### config.mk
export PLATFORM = sky130hd
export DESIGN_NAME = etr_ctrl
export DESIGN_NICKNAME = d
export VERILOG_FILES = /design/src/sv/event_trace_ring_recorder_core_macros.svh /design/src/sv/etr_pkg.sv /design/src/sv/etr_ctrl.sv
export SDC_FILE = /design/constraint.sdc
export NUM_CORES = 1
export LEC_CHECK = 0
export BUFFER_PORTS_ARGS = -buffer_cell sky130_fd_sc_hd__buf_2
export CORE_ASPECT_RATIO = 1.4
export CORE_UTILIZATION = 40
export CTS_CLUSTER_DIAMETER = 40
export DETAILED_ROUTE_END_ITERATION = 6
export HOLD_SLACK_MARGIN = 0.15
export SYNTH_ARGS = -nofsm -noshare
export SYNTH_HDL_FRONTEND = slang
export SYNTH_SLANG_ARGS = --single-unit
### constraint.sdc
create_clock -name clk -period 10.5 [get_ports clk]
set_input_delay 2.1 -clock clk [delete_from_list [all_inputs] [get_ports clk]]
set_output_delay 2.1 -clock clk [all_outputs]
set_load 0.03 [all_outputs]
### src/sv/event_trace_ring_recorder_core_macros.svh
// Assertion macros shared by the trace recorder RTL.
`ifndef EVENT_TRACE_RING_RECORDER_CORE_MACROS_SVH
`define EVENT_TRACE_RING_RECORDER_CORE_MACROS_SVH

// Same-cycle implication, clocked on clk, quiet while rst_n is low.
`define ETR_ASSERT_IMPL(lbl, ant, con, msg) \
  lbl: assert property (@(posedge clk) disable iff (!rst_n) (ant) |-> (con)) \
    else $error(msg);

// Next-cycle implication, clocked on clk, quiet while rst_n is low.
`define ETR_ASSERT_NEXT(lbl, ant, con, msg) \
  lbl: assert property (@(posedge clk) disable iff (!rst_n) (ant) |=> (con)) \
    else $error(msg);

`endif

### src/sv/etr_pkg.sv
// Types and constants of the event trace ring recorder.
`default_nettype none

package etr_pkg;

  localparam logic [1:0] OP_PUSH    = 2'd0;
  localparam logic [1:0] OP_SESSION = 2'd1;
  localparam logic [1:0] OP_REWIND  = 2'd2;
  localparam logic [1:0] OP_PULL    = 2'd3;

  localparam logic [15:0] COUNT_MAX = 16'hFFFF;

  typedef struct packed {
    logic [1:0]  operation;
    logic [31:0] timestamp_ms;
    logic [7:0]  event_code;
    logic [7:0]  stage_tag;
    logic [15:0] arg_value;
  } etr_in_t;

  typedef struct packed {
    logic        found;
    logic [31:0] delta_ms;
    logic [7:0]  out_event;
    logic [7:0]  out_stage;
    logic [15:0] out_arg;
    logic [7:0]  shown_count;
    logic [15:0] total_count;
  } etr_out_t;

  // One stored trail entry.
  typedef struct packed {
    logic [31:0] ts_ms;
    logic [7:0]  ev;
    logic [7:0]  stage;
    logic [15:0] arg;
  } etr_entry_t;

  // What the control side knows about a pull when it is accepted.
  typedef struct packed {
    logic        found;
    logic [31:0] newest_ms;
    logic [7:0]  shown;
    logic [15:0] total;
  } etr_pull_meta_t;

endpackage

`default_nettype wire

### src/sv/etr_ctrl.sv
// Bank, head, count and cursor bookkeeping; memory address generation.
`default_nettype none

module etr_ctrl #(
  parameter int TRAIL_DEPTH = 128
) (
  input  logic                                clk,
  input  logic                                rst_n,
  input  logic                                fire,
  input  etr_pkg::etr_in_t                    item,
  output logic                                wr_en,
  output logic [$clog2(2*TRAIL_DEPTH)-1:0]    wr_addr,
  output etr_pkg::etr_entry_t                 wr_data,
  output logic                                rd_en,
  output logic [$clog2(2*TRAIL_DEPTH)-1:0]    rd_addr,
  output etr_pkg::etr_pull_meta_t             meta
);
  import etr_pkg::*;

  localparam int AW    = $clog2(TRAIL_DEPTH);
  localparam int CW    = $clog2(TRAIL_DEPTH + 1);
  localparam int SW    = CW + 2;
  localparam int MAW   = $clog2(2 * TRAIL_DEPTH);

  logic [AW-1:0] head0_r, head0_nxt, head1_r, head1_nxt;
  logic [15:0]   cnt0_r, cnt0_nxt, cnt1_r, cnt1_nxt;
  logic [31:0]   newest0_r, newest0_nxt, newest1_r, newest1_nxt;
  logic          live_bank_r, live_bank_nxt;
  logic          live_valid_r, live_valid_nxt;
  logic          saved_valid_r, saved_valid_nxt;
  logic [CW-1:0] cursor_r, cursor_nxt;

  logic          lb, sb, nb;
  logic [AW-1:0] head_live, head_sav, h_eff, h_inc, idx;
  logic [15:0]   cnt_live, cnt_sav, c_eff, c_inc, total, shown_w;
  logic [CW-1:0] shown_c;
  logic [SW-1:0] idx_sum;
  logic          hit;

  always_comb begin
    lb        = live_bank_r;
    sb        = ~live_bank_r;
    head_live = lb ? head1_r : head0_r;
    cnt_live  = lb ? cnt1_r  : cnt0_r;
    head_sav  = sb ? head1_r : head0_r;
    cnt_sav   = sb ? cnt1_r  : cnt0_r;

    // A push onto a dead live trail starts it afresh.
    h_eff = live_valid_r ? head_live : '0;
    c_eff = live_valid_r ? cnt_live  : '0;
    h_inc = (h_eff == AW'(TRAIL_DEPTH - 1)) ? '0 : h_eff + 1'b1;
    c_inc = (c_eff == COUNT_MAX) ? c_eff : c_eff + 16'd1;

    total   = saved_valid_r ? cnt_sav : '0;
    shown_w = (total < 16'(TRAIL_DEPTH)) ? total : 16'(TRAIL_DEPTH);
    shown_c = shown_w[CW-1:0];
    hit     = cursor_r < shown_c;

    // Oldest-first index: head - shown + cursor, folded into the ring.
    idx_sum = SW'(head_sav) + SW'(TRAIL_DEPTH) + SW'(cursor_r) - SW'(shown_c);
    idx     = (idx_sum >= SW'(TRAIL_DEPTH)) ? AW'(idx_sum - SW'(TRAIL_DEPTH))
                                             : AW'(idx_sum);
    nb      = live_valid_r ? sb : lb;
  end

  always_comb begin
    head0_nxt       = head0_r;
    head1_nxt       = head1_r;
    cnt0_nxt        = cnt0_r;
    cnt1_nxt        = cnt1_r;
    newest0_nxt     = newest0_r;
    newest1_nxt     = newest1_r;
    live_bank_nxt   = live_bank_r;
    live_valid_nxt  = live_valid_r;
    saved_valid_nxt = saved_valid_r;
    cursor_nxt      = cursor_r;
    if (fire) begin
      unique case (item.operation)
        OP_PUSH: begin
          live_valid_nxt = 1'b1;
          if (lb) begin
            head1_nxt   = h_inc;
            cnt1_nxt    = c_inc;
            newest1_nxt = item.timestamp_ms;
          end else begin
            head0_nxt   = h_inc;
            cnt0_nxt    = c_inc;
            newest0_nxt = item.timestamp_ms;
          end
        end
        OP_SESSION: begin
          if (live_valid_r) begin
            live_bank_nxt   = sb;
            saved_valid_nxt = 1'b1;
          end
          live_valid_nxt = 1'b1;
          if (nb) begin
            head1_nxt = '0;
            cnt1_nxt  = '0;
          end else begin
            head0_nxt = '0;
            cnt0_nxt  = '0;
          end
        end
        OP_REWIND: begin
          cursor_nxt = '0;
        end
        OP_PULL: begin
          if (hit) begin
            cursor_nxt = cursor_r + 1'b1;
          end
        end
        default: begin
          cursor_nxt = cursor_r;
        end
      endcase
    end
  end

  always_ff @(posedge clk) begin
    if (!rst_n) begin
      head0_r       <= '0;
      head1_r       <= '0;
      cnt0_r        <= '0;
      cnt1_r        <= '0;
      live_bank_r   <= 1'b0;
      live_valid_r  <= 1'b0;
      saved_valid_r <= 1'b0;
      cursor_r      <= '0;
    end else begin
      head0_r       <= head0_nxt;
      head1_r       <= head1_nxt;
      cnt0_r        <= cnt0_nxt;
      cnt1_r        <= cnt1_nxt;
      live_bank_r   <= live_bank_nxt;
      live_valid_r  <= live_valid_nxt;
      saved_valid_r <= saved_valid_nxt;
      cursor_r      <= cursor_nxt;
    end
  end

  always_ff @(posedge clk) begin
    newest0_r <= newest0_nxt;
    newest1_r <= newest1_nxt;
  end

  assign wr_en         = fire && (item.operation == OP_PUSH);
  assign wr_addr       = lb ? MAW'(TRAIL_DEPTH) + MAW'(h_eff) : MAW'(h_eff);
  assign wr_data.ts_ms = item.timestamp_ms;
  assign wr_data.ev    = item.event_code;
  assign wr_data.stage = item.stage_tag;
  assign wr_data.arg   = item.arg_value;

  assign rd_en   = fire && (item.operation == OP_PULL);
  assign rd_addr = sb ? MAW'(TRAIL_DEPTH) + MAW'(idx) : MAW'(idx);

  assign meta.found     = hit;
  assign meta.newest_ms = sb ? newest1_r : newest0_r;
  assign meta.shown     = shown_w[7:0];
  assign meta.total     = total;

endmodule

`default_nettype wire

==> qor.csv <==
metric;value;unit
io_buffers;143;
switching_share;24.74;%
die_area;18090;um^2
outcome;complete, no violations;
sequentialPowerShare;43.1;%
htree_num_levels;4;
skew;9.536;ps
drtPass1Iterations;4;
cts_tree;built;
slew_headroom;31.82;%
max_freq;162.0;MHz
maxCapViolCount;0;
end_kind;output pin;
avgSynthCellArea;10.72;um^2
internal_power;0.0008854;W
core;16960;um^2
p_leak;3.147;nW
antenna_found_initial;1;
hold_class;reg2reg;
tns;0;ps
async_reset_ff_share;0;%
ant_nets;0;
grt_pass1_wl;26.68;mm
root_buffer;clkbuf_16;
hpwl;12.12;mm
clkPwrFrac;50.7;%
pwr-share-comb;6.1;%
dieWidth;114.0;um
drive_above_1_share;34.28;%
yosysMostFrequentCell;buf_4;
postCtsSetupBuffers;0;
drv_slew;0;
crit_required;8400;ps
syn-num-nets;747;
final_hold_viol_count;0;
die_y;158.8;um
cp.arrival;4070;ps
wirelength;16.65;mm
grt_max_degree;73;
first_iter_violations;261;
syn_area;7020;um^2
netlist_instances;655;
power_density;146.7;nW/um^2
vias_per_cell;5.320;
synth_edf_count;64;
rows;56;
area_growth;14.19;%
clk_path_buf_depth;2;
cts_resized;0;
synth_cell_type_count;72;
ir_drop;131.7;uV
min_period;6174;ps
synth_area_leader_cell;edfxtp_1;
cts_made_buffers;17;
synth_seq_cells;121;
routedWlPerCell;17.10;um
switchingPower;0.0002910;W
ys_warn_count;0;
cp_max_fo;8;
synth_common_cells;72 x buf_4, 64 x edfxtp_1, 62 x nand2_1;
clock_latency;420;ps
io_pins;208;
setup_violations;0;
grt_usage;18.91;%
first_global_vias;5229;
place_congestion;0.8848;
yosysSeqAreaShare;43.63;%
cts.sinks;121;
start_util;41.40;%
vias;5182;
synthTopCellsByArea;edfxtp_1 27%, dfxtp_1 16%, mux2_2 8.5%;
tightest_slew;1020;ps
path_class;reg2out;
rsz0062_at_grt;no;
cts.hold.buffers_added;0;
critPathLaunchType;register;
grt.overflow.total;0;
min_period_over_period;58.80;%
synth_top_area_share;27.37;%
nNetsFinal;820;
drcViolationCount;0;
synthFlopType;edfxtp_1;
holdWs;477.2;ps
clk_pin_slew_worst_paths;60;ps
[path summary, 6_finish.rpt]
check / end / slack [ps] / from / depth (start not counted)
max: rd_addr[6] / 4330 / cnt1_r[10] / 14
max reg2reg: cnt1_r[5] / 6790 / lb / 10
min reg2reg: head1_r[5] / 480 / head1_r[5] / 2
min: head1_r[5] / 480 / head1_r[5] / 2
[placed cells by master (no fill, tap or decap), types with 6 or more instances in the layout]
cell type and n:
a21oi_1 12, a22o_1 23, and2_1 9, buf_2 143, clkbuf_16 17, dfxtp_1 56
edfxtp_1 64, fa_1 6, ha_1 17, inv_1 27, inv_6 9, mux2_2 53
mux2i_1 29, nand2_1 62, nand3_1 14, nand4_1 11, nor2_1 28, nor2b_1 10
nor3_1 6, o21ai_0 16, xnor2_1 18, xor2_1 9
[flip-flops by register name (all words and copies together), names as in the netlist]
signal / flops
cnt0_r: 16
cnt1_r: 16
cursor_r: 8
head0_r: 7
head1_r: 7
lb: 1
live_valid_r: 1
newest0_r: 32
newest1_r: 32
saved_valid_r: 1
[metal layers]
layer	part of all wire (%)	up-vias	global-route usage [%]	routed length, um
met5	0	-	0	0
met4	1.6	0	6.139	261
met3	6.9	25	5.267	1146
met2	50	222	32.34	8303
met1	42	2482	22.58	6942
li1	-	2453	-	-
[worst max-delay path, cell delays in order (launching register included)]
cell and delay, ps:
dfxtp_1 360, nor4_1 440, mux2i_1 170, a21oi_1 170
a21o_1 290, nand2_1 190, fa_1 570, fa_1 480
a21oi_1 160, nor2_1 50, nor2_1 160, o21bai_1 100
a21oi_1 180, xnor2_1 130, buf_2 210
[stage by stage]
step                power [W]  instance area (um^2)  util, %  setup WS, ps  cells
finish               0.001176                  8016    47.28          4326    974
global placement    0.0005890                  7411    43.71          4840    941
detailed placement  0.0005900                  7411    43.71          4777    941
floorplan           0.0005957                  7020        -          4498    655
CTS                  0.001190                  8014    47.26          4310    973
global route         0.001211                  8014    47.26          4012    973
[area by class of cell]
cell class                 count  area, um^2
multi-input combinational    412        3199
timing repair buffer         147       745.7
antenna                        1       2.502
fill                        1637        8940
clock inverter                15       177.7
inverter                      29       108.9
clock buffer                  17       425.4
tap                          232       290.3
sequential                   121        3067
[logic make-up (layout without fill, tap and decap cells)]
logic type / Yosys count / after routing / share of synthesized area [%]
simple gates: 179 / 179 / 13.30
fa+ha+maj: 23 / 23 / 4.741
compound gates: 101 / 101 / 11.35
flops: 121 / 121 / 43.63
mux: 82 / 82 / 12.64
buf+inv: 122 / 208 / 10.98
xor+xnor: 27 / 27 / 3.368
other cells: 0 / 1 / 0
[power by group through the flow]
stage / registers [W] / logic, W / clock network [W]
5_1_grt: 0.000508 / 0.0000771 / 0.000626
6_report: 0.000507 / 0.0000723 / 0.000597
2_1_floorplan: 0.000517 / 0.0000791 / 0
3_3_place_gp: 0.000517 / 0.0000719 / 0
4_1_cts: 0.000507 / 0.0000728 / 0.000610
3_5_place_dp: 0.000517 / 0.0000726 / 0
(Power assumes the default switching activity.)
